$ cat src/design/cmbus_pkg.sv
package cmbus_pkg;

    // bus access codes
    localparam logic [1:0] ACT_READ  = 2'd0;
    localparam logic [1:0] ACT_WRITE = 2'd1;
    localparam logic [1:0] ACT_DMA   = 2'd2;

    // request transaction
    typedef struct packed {
        logic [1:0]  action;
        logic [15:0] bus_addr;
        logic [7:0]  write_data;
    } t_in_item;

    // response transaction
    typedef struct packed {
        logic [7:0] read_data;
        logic       accepted;
    } t_out_item;

    // controller to datapath
    typedef struct packed {
        logic clearing;
        logic take;
        logic capture;
        logic dma_run;
    } t_dp_cmd;

    // datapath to controller
    typedef struct packed {
        logic need_read;
        logic start_dma;
        logic clear_done;
        logic dma_done;
    } t_dp_status;

endpackage

$ cat src/design/cmbus_ctrl.sv
module cmbus_ctrl (
    input  logic                  i_clk,
    input  logic                  i_rst_n,
    input  logic                  i_in_valid,
    output logic                  o_in_stall,
    output logic                  o_out_valid,
    input  logic                  i_out_stall,
    output cmbus_pkg::t_dp_cmd    o_cmd,
    input  cmbus_pkg::t_dp_status i_status
);

    typedef enum logic [1:0] {
        S_CLEAR,
        S_IDLE,
        S_READ,
        S_DMA
    } t_state;

    t_state r_state;
    t_state n_state;
    logic   r_out_valid;
    logic   n_out_valid;
    logic   out_free;
    logic   take;

    // output register is free when empty or drained this cycle
    assign out_free   = !r_out_valid || !i_out_stall;
    assign take       = (r_state == S_IDLE) && out_free && i_in_valid;
    assign o_in_stall = !((r_state == S_IDLE) && out_free);
    assign o_out_valid = r_out_valid;

    // commands to the datapath
    assign o_cmd.clearing = (r_state == S_CLEAR);
    assign o_cmd.take     = take;
    assign o_cmd.capture  = (r_state == S_READ);
    assign o_cmd.dma_run  = (r_state == S_DMA);

    // next state
    always_comb begin
        n_state     = r_state;
        n_out_valid = r_out_valid && i_out_stall;
        unique case (r_state)
            S_CLEAR: begin
                if (i_status.clear_done) begin
                    n_state = S_IDLE;
                end
            end
            S_IDLE: begin
                if (take) begin
                    if (i_status.need_read) begin
                        n_state = S_READ;
                    end else begin
                        n_out_valid = 1'b1;
                        if (i_status.start_dma) begin
                            n_state = S_DMA;
                        end
                    end
                end
            end
            S_READ: begin
                n_out_valid = 1'b1;
                n_state     = S_IDLE;
            end
            S_DMA: begin
                if (i_status.dma_done) begin
                    n_state = S_IDLE;
                end
            end
            default: begin
                n_state = S_IDLE;
            end
        endcase
    end

    // state and response valid
    always_ff @(posedge i_clk) begin
        if (!i_rst_n) begin
            r_state     <= S_CLEAR;
            r_out_valid <= 1'b0;
        end else begin
            r_state     <= n_state;
            r_out_valid <= n_out_valid;
        end
    end

    // a read waits for ram data with the response register empty
    a_read_out_empty: assert property (@(posedge i_clk) disable iff (!i_rst_n)
        (r_state == S_READ) |-> !r_out_valid)
        else $error("response register busy while read data returns");

    // read data lands in the response register in the cycle after the read state
    a_read_one_cycle: assert property (@(posedge i_clk) disable iff (!i_rst_n)
        (r_state == S_READ) |=> (r_state == S_IDLE) && o_out_valid)
        else $error("read response not presented after ram latency");

endmodule

$ cat config.mk
export PLATFORM = sky130hd
export DESIGN_NAME = cmbus_ctrl
export DESIGN_NICKNAME = d
export VERILOG_FILES = /design/src/design/cmbus_pkg.sv /design/src/design/cmbus_ctrl.sv
export SDC_FILE = /design/constraint.sdc
export NUM_CORES = 1
export LEC_CHECK = 0
export BUFFER_PORTS_ARGS = -buffer_cell sky130_fd_sc_hd__buf_2
export CORE_AREA = 2 2 39 41
export DETAILED_ROUTE_END_ITERATION = 8
export DIE_AREA = 0 0 41 43
export SLEW_MARGIN = 10
export SYNTH_ARGS = -nofsm -noshare
export SYNTH_HDL_FRONTEND = slang
export SYNTH_SLANG_ARGS = --single-unit
export TNS_END_PERCENT = 1
$ cat constraint.sdc
create_clock -name i_clk -period 1.6 [get_ports i_clk]
set_clock_uncertainty 0.2 [all_clocks]
set_input_delay 0.16 -clock i_clk [delete_from_list [all_inputs] [get_ports i_clk]]
set_output_delay 0.16 -clock i_clk [all_outputs]
set_load 0.01 [all_outputs]
==> summary.txt, run 1 <==
Status
  • Status: finished clean

Timing
  • Period utilization: 0.998
  • Relative slew margins: 0.747
  • RSZ-0062 raised after global routing: true
  • Final Critical Period: 1.60 ns
  • Final setup viols: 0
  • Number of hold violations in the final report: 0
  • Slew @ Worst Pin: between 0.3 and 0.4 ns
  • Max Freq: 0.626 GHz
  • Pins Over Slew Limit: 0

GRT
  • GRT overflow: 0
  • Initial antenna violation count: 0
  • All-layer global routing usage: 0.115
  • Number of global-route vias before repair: approximately 330
  • Pin count of the biggest net entering global routing: 7
  • First-pass GRT wire length: around 1300 um

Placement
  • Placed Area: ~390 um^2
  • PortBufs: 13
  • Dpl hpwl: 592 um
  • Gpl congestion: 0.851

Layout
  • Fill count: approximately 140
  • Share of layout cells above drive strength 1: 0.632
  • Commonest cells after routing, fill and taps aside: buf_2 (12), buf_4 (6), inv_1 (3), clkbuf_4 (3), buf_6 (3)
  • Number of diodes: 0
  • Final Util: 0.367
  • Area grow syn2layout: 92.4%
  • Nets: 70
  • Finished Cell Area: 508 um^2
  • Commonest non-fill, non-tap cell in the layout: buf_2

Setup path
  • CP arrival: 1.57 ns
  • Reg-to-reg startpoint: r_state[0]
  • Worst setup path start: r_state[0]
  • Crit path capture: r_state[1]
  • R2r endpoint: r_state[1]
  • WS Path Type: reg -> reg
  • CP Capture Type: flip-flop
  • Req. time, crit path: 1.57 ns
  • Worst-path fanout max: 4
  • Startpoint Class: flip-flop
  • Worst R2R Path Depth: 4
  • R2R setup slack: 0.004 ns

Floorplan
  • Die width: 41 um
  • Die area: around 1800 um^2
  • Die Height: around 43 um
  • Starting Density: 0.191
  • Core ar.: 1380 um^2
  • I/O pin total: 14
  • Cell row count: 14

Synth
  • Synthesis Warnings: 0
  • Yosys top cell by area: dfxtp_1
  • Mapped Cells: 31
  • Synth cell types: 19
  • Yosys reg bits: 3
  • Syn_nets: 43
  • Yosys top cell area share: 0.227
  • Synth area leaders: dfxtp_1 (23%), ha_1 (19%), inv_1 (7.1%)
  • Mapped Avg Cell Area: 8.52 um^2
  • Area of the mapped netlist: 264 um^2
  • Sequential fraction of the synthesis area: 0.227

CTS
  • Max clock buf depth: 2
  • Clk root buf: clkbuf_4
  • CTS buffer count: 3
  • Clock Sinks: 3
  • TritonCTS clock tree: done
  • Clk slew on worst S/H paths: roughly 0.040 ns
  • H-tree level count: 1
  • Worst-skew pair later-pin latency: between 0.2 and 0.25 ns

Run
  • Max_cap viols: 0

Power and ir drop
  • Leakage: 0.249 nW
  • Maximum vdd drop: 0.243 mV
  • Overall power: 0.000403 W
  • Power Dens Cells: approximately 790 nW/um^2

Routing
  • Vias after detailed routing: around 310
  • Total wire length: 823 um
  • Routed len/inst: 11.3 um
  • Post-route ant nets: 0
  • DRT Pass-1 Iters: 4
  • DRC: 0
  • Vias per inst: ~4.2
  • Starting DRT DRC Count: 2

Hold path
  • Hold Path Class: in -> reg
-- cells by family after synthesis --
logic type | count (synthesis) | synth area share
adders and majority gates | 4 | 0.190
DFF | 3 | 0.227
buffers and inverters | 6 | 0.0995
AOI/OAI and AO/OA | 9 | 0.256
and+or+nand+nor | 9 | 0.227
-- worst min path at each step --
stage | from | depth (start not counted) | slack, ns | end
after floorplan | i_status[3] | 1 | 0.06 | r_state[0]
after global placement | i_status[3] | 2 | 0.21 | r_state[0]
after detailed placement | i_status[3] | 2 | 0.21 | r_state[0]
after CTS | i_in_valid | 4 | 0.12 | r_state[1]
after global routing | i_in_valid | 4 | 0.15 | r_state[1]
final | i_in_valid | 4 | 0.15 | r_state[1]
-- where the power goes --
group / leakage, nW / switching [W] / internal (W)
clock network: 0.0150 / 0.0000423 / 0.0000937
logic: 0.209 / 0.0000757 / 0.0000983
registers: 0.0256 / 0.00000818 / 0.0000850
total: 0.249 / 0.000126 / 0.000277
-- per-layer routing --
| layer | GRT usage | part of all wire | routed length, um |
|---|---|---|---|
| met1 | 0.135 | 0.42 | 342 |
| met2 | 0.166 | 0.53 | 439 |
| met3 | 0.0157 | 0.030 | 25 |
| met4 | 0.113 | 0.018 | 15 |
| met5 | 0 | 0 | 0 |
-- per-stage QoR --
step / setup WS, ns / hold slack [ns] / std cells / TNS, ns
finish: 0.00372 / 0.146 / 73 / 0
floorplan: 0.00649 / 0.0625 / 31 / 0
detailed placement: -0.111 / 0.212 / 65 / -0.193
global placement: -0.0839 / 0.212 / 65 / -0.120
global route: -0.0511 / 0.148 / 73 / -0.150
CTS: -0.0259 / 0.121 / 72 / -0.0259
-- worst max-delay path: stages, from the launching register on --
cell,delay [ns]
dfxtp_4,0.35
ha_1,0.20
nor2b_4,0.14
or4b_4,0.53
a21oi_2,0.11
-- registers in the layout, summed over array words and instances, names as in the netlist --
register	cells
r_state	2
o_out_valid	1
-- what timing repair did --
| item | in CTS | in global routing |
|---|---|---|
| hold endpoints to repair | 2 | 0 |
| gates resized for setup | 10 | 7 |
| pin swaps | 3 | 2 |
| setup buffers | 1 | 1 |
| setup endpoints to repair | 4 | 4 |
| hold buffers | 2 | 0 |
| gates cloned | 0 | 0 |
-- cell usage after synthesis (all sizes together) --
cell and n:
inv 5, dfxtp 3, ha 4, or4b 1, o21a 2, nor2b 2, o21ai 1, a2111oi 1
a211oi 1, o31ai 1, nor2 1, nor4b 1, a21oi 1, nand2 3, o221a 1, buf 1
a22oi 1, nand2b 1
-- final cells by class --
| cell class | instances | area (um^2) | area share |
|---|---|---|---|
| Timing Repair Buffer | 23 | 159 | 0.313 |
| Tap cell | 16 | 20.0 | 0.0394 |
| Sequential cell | 3 | 65.1 | 0.128 |
| Inverter | 5 | 18.8 | 0.0369 |
| Clock buffer | 4 | 26.3 | 0.0517 |
| Multi-Input combinational cell | 22 | 219 | 0.431 |
(Power assumes the default switching activity.)
==> run 2, diff against run 1 <==
--- a/config.mk
+++ b/config.mk
@@ -9,6 +9,7 @@
 export CORE_AREA = 2 2 39 41
 export DETAILED_ROUTE_END_ITERATION = 8
 export DIE_AREA = 0 0 41 43
+export GPL_TIMING_DRIVEN = 0
 export SLEW_MARGIN = 10
 export SYNTH_ARGS = -nofsm -noshare
 export SYNTH_HDL_FRONTEND = slang
==> constraint.sdc (replaced) <==
create_clock -name i_clk -period 1.7 [get_ports i_clk]
set_clock_uncertainty 0.2 [all_clocks]
set_input_delay 0.17 -clock i_clk [delete_from_list [all_inputs] [get_ports i_clk]]
set_output_delay 0.17 -clock i_clk [all_outputs]
set_load 0.01 [all_outputs]
==> summary.txt, run 2 (synthesis gave the netlist of run 1 again) <==
Layout
  • Commonest cells after routing, fill and taps aside: buf_2 (13), inv_1 (5), nand2_1 (3), ha_1 (3), clkbuf_4 (3) (was buf_2 (12), buf_4 (6), inv_1 (3), clkbuf_4 (3), buf_6 (3))
  • Area grow syn2layout: 53.1% (was 92.4%)
  • Share of layout cells above drive strength 1: 0.420 (was 0.632)
  • Number of diodes: 0 (unchanged)
  • Fill count: 156 (was 141)
  • Max FFs per register: 2 (unchanged)
  • Nets: 63 (was 70)
  • Storage cell area: 65.1 um^2 (unchanged)
  • Final Util: 0.292 (was 0.367)
  • Largest Register: r_state (unchanged)
  • Area of the multi-input gates: 181 um^2 (was 219 um^2)
  • Commonest non-fill, non-tap cell in the layout: buf_2 (unchanged)

Setup path
  • Reg-to-reg startpoint: r_state[0] (unchanged)
  • WS Path Type: reg -> out (was reg -> reg)
  • Worst R2R Path Depth: 5 (was 4)
  • Buffers plus inverters on the worst setup path: 3 (was 0)
  • Crit path max-delay family: buffers and inverters (was simple AND/OR/NAND/NOR gates)
  • CP arrival: 1.31 ns (was 1.57 ns)
  • Req. time, crit path: 1.33 ns (was 1.57 ns)
  • Slowest CP cell: dfxtp_2 (was or4b_4)
  • R2r endpoint: r_state[0] (was r_state[1])
  • Startpoint Class: flip-flop (unchanged)
  • Max stage delay on crit path: 0.32 ns (was 0.53 ns)
  • R2R setup slack: 0.02 ns (was 0.004 ns)
  • CP cell instances: inv_1 > ha_2 > nand2_1 > nor2_1 > buf_4 > buf_2 (was ha_1 > nor2b_4 > or4b_4 > a21oi_2)
  • CP Capture Type: primary output (was flip-flop)
  • Worst-path fanout max: 4 (unchanged)

Run
  • Max_cap viols: 0 (unchanged)

GRT
  • All-layer global routing usage: 0.0952 (was 0.115)
  • GRT overflow: 0 (unchanged)
  • Pin count of the biggest net entering global routing: 7 (unchanged)
  • Number of global-route vias before repair: 291 (was 328)
  • Initial antenna violation count: 0 (unchanged)
  • First-pass GRT wire length: 1100 um (was 1320 um)

Hold path
  • Hold Path Class: in -> reg (unchanged)
  • Hold Path Sink: r_state[1] (unchanged)
  • Hold Path Stages: 4 (unchanged)
  • HP Start: i_in_valid (unchanged)

Floorplan
  • Core ar.: 1380 um^2 (unchanged)
  • I/O pin total: 14 (unchanged)
  • Starting Density: 0.191 (unchanged)
  • Die Height: 43 um (unchanged)
  • Die area: 1760 um^2 (unchanged)
  • Cell row count: 14 (unchanged)
  • Die width: 41 um (unchanged)

Timing
  • Number of hold violations in the final report: 0 (unchanged)
  • RSZ-0062 raised after global routing: true (unchanged)
  • Pins Over Slew Limit: 0 (unchanged)
  • Max Freq: 0.594 GHz
  • Period utilization: 0.990
  • Relative slew margins: 0.770 (was 0.747)
  • Final setup viols: 0 (unchanged)
  • Final WS setup: 0.0164 ns (was 0.00372 ns)
  • Slew @ Worst Pin: 0.344 ns (was 0.378 ns)
  • Final Critical Period: about 1.7 ns

Power and ir drop
  • Leakage: 0.205 nW (was 0.249 nW)
  • Maximum vdd drop: 0.182 mV (was 0.243 mV)
  • Power Dens Cells: 774 nW/um^2 (was 794 nW/um^2)

Routing
  • DRT Pass-1 Iters: 4 (unchanged)
  • Total wire length: 674 um (was 823 um)
  • Vias after detailed routing: 280 (was 306)
  • Post-route ant nets: 0 (unchanged)
  • Routed len/inst: 10.2 um (was 11.3 um)
  • Vias per inst: 4.24 (was 4.19)
  • DRC: 0 (unchanged)
  • Starting DRT DRC Count: 5 (was 2)

CTS
  • Clock Sinks: 3 (unchanged)
  • Worst-skew pair later-pin latency: 0.23 ns (was 0.24 ns)
  • CTS buffer count: 3 (unchanged)
  • Clk slew on worst S/H paths: 0.03 ns (was 0.04 ns)
  • TritonCTS clock tree: done (unchanged)
  • Clk root buf: clkbuf_4 (unchanged)
  • H-tree level count: 1 (unchanged)
  • Max clock buf depth: 2 (unchanged)

Status
  • Status: finished clean (unchanged)

Placement
  • Gpl congestion: 0.853 (was 0.851)
  • PortBufs: 13 (unchanged)
  • Worst slack at placement: -0.0258 ns (was -0.111 ns)
  • Dpl hpwl: 518 um (was 592 um)
[run 2: changes by cell type in the layout (fill, tap and decap cells not counted), sizes merged]
cell | before | now
buf | 21 | 14
[run 2: how the worst max path moves through the flow]
stage / from / to / slack [ns] / cells after the start
2_1_floorplan: r_state[0] / r_state[1] / 0.03 / 5
3_3_place_gp: r_state[0] / r_state[1] / -0.03 / 5
3_5_place_dp: r_state[0] / r_state[1] / -0.03 / 5
4_1_cts: r_state[1] / o_cmd[2] / 0.01 / 6
5_1_grt: r_state[0] / r_state[0] / -0.17 / 5
6_report: r_state[1] / o_cmd[2] / 0.02 / 6
[run 2: layout make-up]
cell class,count,share of cell area
plain buffers,1,0.0186
repair buffers,15,0.211
flip-flops and latches,3,0.161
clock buffers,4,0.0650
inverters,5,0.0464
well taps,16,0.0495
multi-input cells,22,0.449
[run 2: worst register-to-register path, cell delays in order (launching register included)]
cell and delay (ns):
dfxtp_4 0.35, inv_1 0.10, ha_1 0.16, nor2b_1 0.25, nor4b_1 0.08, a2111oi_1 0.41
[run 2: repair_timing]
item,in CTS,in global routing
pin swaps,0,1
setup buffers,0,0
gates resized for setup,2,3
setup endpoints to repair,2,3
hold buffers,2,0
endpoints found under the hold margin,2,0
[run 2: report_power, final]
group | internal, W | leakage (nW) | switching [W]
Combinational | 0.0000503 | 0.165 | 0.0000541
Clock | 0.0000877 | 0.0150 | 0.0000326
Sequential | 0.0000801 | 0.0256 | 0.00000801
[run 2: metal layers]
metal / routed length (um) / track usage
met3: 27 / 0.0157
met1: 268 / 0.0958
met4: 0 / 0.0800
met5: 0 / 0
met2: 377 / 0.156
[run 2: through the flow]
stage	total power (W)	std cells	setup TNS, ns	cell area [um^2]	hold WS [ns]
after detailed placement	0.000184	60	-0.0258	349	0.222
after global routing	0.000343	66	-0.260	404	0.163
after CTS	0.000314	66	0	399	0.151
after global placement	0.000183	60	-0.0305	349	0.223
final	0.000313	66	0	404	0.145
after floorplan	0.000147	31	0	264	0.0800
==> run 3, diff against run 2 <==
--- a/config.mk
+++ b/config.mk
@@ -5,6 +5,7 @@
 export SDC_FILE = /design/constraint.sdc
 export NUM_CORES = 1
 export LEC_CHECK = 0
+export ABC_AREA = 1
 export BUFFER_PORTS_ARGS = -buffer_cell sky130_fd_sc_hd__buf_2
 export CORE_AREA = 2 2 39 41
 export DETAILED_ROUTE_END_ITERATION = 8
==> summary.txt, run 3 <==
Timing
  • Period utilization: 0.941 (was 0.990)
  • Max Freq: 0.625 GHz (was 0.594 GHz)
  • Slew @ Worst Pin: 0.136 ns (was 0.344 ns)
  • Pins Over Slew Limit: 0 (unchanged)
  • Final Critical Period: 1.60 ns (was 1.68 ns)
  • RSZ-0062 raised after global routing: false (was true)
  • Relative slew margins: 0.908 (was 0.770)
  • Final setup viols: 0 (unchanged)
  • Setup_tns: 0 ns (unchanged)
  • Number of hold violations in the final report: 0 (unchanged)

Layout
  • Share of layout cells above drive strength 1: 0.356 (was 0.420)
  • Area grow syn2layout: 48.3% (was 53.1%)
  • Max FFs per register: 2 (unchanged)
  • Number of diodes: 0 (unchanged)
  • Largest Register: r_state (unchanged)
  • Commonest cells after routing, fill and taps aside: nand2_1 (13), buf_2 (13), inv_1 (10), nor2_1 (4) (was buf_2 (13), inv_1 (5), nand2_1 (3), ha_1 (3), clkbuf_4 (3))
  • Nets: 72 (was 63)

Routing
  • Total wire length: 492 um (was 674 um)
  • Vias per inst: 3.60 (was 4.24)
  • Vias after detailed routing: 270 (was 280)
  • Starting DRT DRC Count: 0 (was 5)
  • Post-route ant nets: 0 (unchanged)
  • DRT Pass-1 Iters: 1 (was 4)
  • Routed len/inst: 6.56 um (was 10.2 um)
  • DRC: 0 (unchanged)

Setup path
  • Req. time, crit path: 1.33 ns (about the same)
  • CP most frequent cell: inv_1
  • Max stage delay on crit path: 0.33 ns (was 0.32 ns)
  • Levels on crit path: 6 (unchanged)
  • Worst R2R Path Depth: 7 (was 5)
  • CP cell instances: inv_1 > ha_2 > nand3_2 > inv_1 > buf_4 > buf_2 (was inv_1 > ha_2 > nand2_1 > nor2_1 > buf_4 > buf_2)
  • Slowest CP cell: dfxtp_2 (unchanged)
  • Worst-path fanout max: 6 (was 4)
  • Buffers plus inverters on the worst setup path: 4 (was 3)
  • CP arrival: 1.23 ns (was 1.31 ns)
  • Startpoint Class: flip-flop (unchanged)
  • WS Path Type: reg -> out (unchanged)
  • R2r endpoint: r_state[0] (unchanged)
  • R2R setup slack: 0.29 ns (was 0.02 ns)
  • Crit path max-delay family: flip-flops (was buffers and inverters)
  • CP Capture Type: primary output (unchanged)
  • Reg-to-reg startpoint: r_state[1] (was r_state[0])

Synth
  • Yosys reg bits: 3 (unchanged)
  • Yosys top cell by area: dfxtp_1 (unchanged)
  • Synth area leaders: dfxtp_1 (23%), ha_1 (19%), nand2_1 (19%) (was dfxtp_1 (23%), ha_1 (19%), inv_1 (7.1%))
  • Mapped Cells: 41 (was 31)
  • Mapped Avg Cell Area: 6.32 um^2 (was 8.52 um^2)
  • Synth top cells by count: nand2_1 (13), inv_1 (10), ha_1 (4), nor2_1 (4), dfxtp_1 (3) (was inv_1 (5), ha_1 (4), dfxtp_1 (3), nand2_1 (3), o21a_1 (2))
  • Top-count cell post-synth: nand2_1 (was inv_1)
  • Yosys top cell area share: 0.232 (was 0.227)
  • EDFF count, synth: 0 (unchanged)
  • Synth cell types: 11 (was 19)
  • Sequential fraction of the synthesis area: 0.232 (was 0.227)
  • Syn_nets: 53 (was 43)
  • Synthesis Warnings: 0 (unchanged)
  • Area of the mapped netlist: 259 um^2 (was 264 um^2)
  • Async SR Flop Fraction: 0 (unchanged)
  • Primary FF master, synth: dfxtp_1 (unchanged)

Floorplan
  • Cell row count: 14 (unchanged)
  • Core ar.: 1380 um^2 (unchanged)
  • I/O pin total: 14 (unchanged)
  • Die Height: 43 um (unchanged)
  • Die width: 41 um (unchanged)
  • Starting Density: 0.187 (was 0.191)
  • Die area: 1760 um^2 (unchanged)

CTS
  • Clock Sinks: 3 (unchanged)
  • TritonCTS clock tree: done (unchanged)
  • Setup bufs post-CTS: 0 (unchanged)
  • H-tree level count: 1 (unchanged)
  • CTS buffer count: 3 (unchanged)
  • Clk slew on worst S/H paths: 0.04 ns (was 0.03 ns)
  • Worst-skew pair later-pin latency: 0.23 ns (about the same)
  • Clk root buf: clkbuf_4 (unchanged)
  • Max clock buf depth: 2 (unchanged)

Power and ir drop
  • Maximum vdd drop: 0.258 mV (was 0.182 mV)
  • Overall power: 0.000291 W (was 0.000313 W)
  • Power Dens Cells: 757 nW/um^2 (was 774 nW/um^2)
  • Leakage: 0.232 nW (was 0.205 nW)

Placement
  • Dpl hpwl: 427 um (was 518 um)
  • Gpl congestion: 0.678 (was 0.853)
  • PortBufs: 13 (unchanged)

GRT
  • Pin count of the biggest net entering global routing: 7 (unchanged)
  • Number of global-route vias before repair: 214 (was 291)
  • Initial antenna violation count: 0 (unchanged)
  • GRT overflow: 0 (unchanged)
  • All-layer global routing usage: 0.0621 (was 0.0952)
  • First-pass GRT wire length: 717 um (was 1100 um)

Status
  • Status: finished clean (unchanged)

Hold path
  • Hold Path Stages: 4 (unchanged)
  • Hold Path Class: in -> reg (unchanged)
  • HP Start: i_status[3] (was i_in_valid)
  • Hold Path Sink: r_state[0] (was r_state[1])

Run
  • Max_cap viols: 0 (unchanged)
## run 3: layout make-up
type                            count  area [um^2]
Fill cell                         165         1000
Multi-Input combinational cell     27          156
Timing Repair Buffer               14         75.1
Sequential cell                     3         61.3
Inverter                           10         37.5
Clock buffer                        4         26.3
Tap cell                           16         20.0
Buffer                              1         7.51
## run 3: logic make-up (layout without fill, tap and decap cells)
group	Yosys count	after routing	share of synthesized area
fa+ha+maj	4	4	0.193
simple gates	20	20	0.324
compound gates	3	3	0.0773
buf+inv	11	29	0.174
flops	3	3	0.232
## run 3: what timing repair did
item | in CTS | in global routing
cloned | 0 | 0
endpoints found under the setup margin | 1 | 1
hold buffers | 1 | 0
resized for setup | 1 | 1
endpoints found under the hold margin | 3 | 0
## run 3: worst max-delay path by stage
stage	startpoint	end	slack [ns]
after detailed placement	r_state[1]	r_state[0]	0.21
after CTS	r_state[1]	o_cmd[2]	0.04
after floorplan	r_state[0]	r_state[0]	0.34
after global routing	r_state[1]	o_cmd[2]	0.01
final	r_state[1]	o_cmd[2]	0.10
after global placement	r_state[1]	r_state[0]	0.24
## run 3: metrics by stage
step	hold slack (ns)	util	instance area, um^2	worst slack [ns]	instances
after floorplan	0.0905	-	259	0.341	41
after global placement	0.225	0.249	344	0.236	70
after detailed placement	0.225	0.249	344	0.207	70
after CTS	0.0545	0.277	383	0.0430	75
after global routing	0.0782	0.278	384	0.0128	75
final	0.0611	0.278	384	0.101	75
## run 3: layer usage
layer | track usage | wire, um | up-vias
li1 | - | - | 155
met1 | 0.0735 | 203 | 110
met2 | 0.0844 | 260 | 5
met3 | 0.0157 | 29 | 0
met4 | 0.0600 | 0 | 0
met5 | 0 | 0 | -
## run 3: worst min-delay path: cells and delay by family
family	cells	cell delay [ns]
simple gates	2	0.14
buf+inv	2	0.13
## run 3: where the power goes
| group | leakage (nW) | internal [W] | switching, W |
|---|---|---|---|
| Sequential | 0.0252 | 0.0000780 | 0.00000470 |
| Clock | 0.0150 | 0.0000878 | 0.0000346 |
| Combinational | 0.192 | 0.0000392 | 0.0000464 |
| Total | 0.232 | 0.000205 | 0.0000857 |
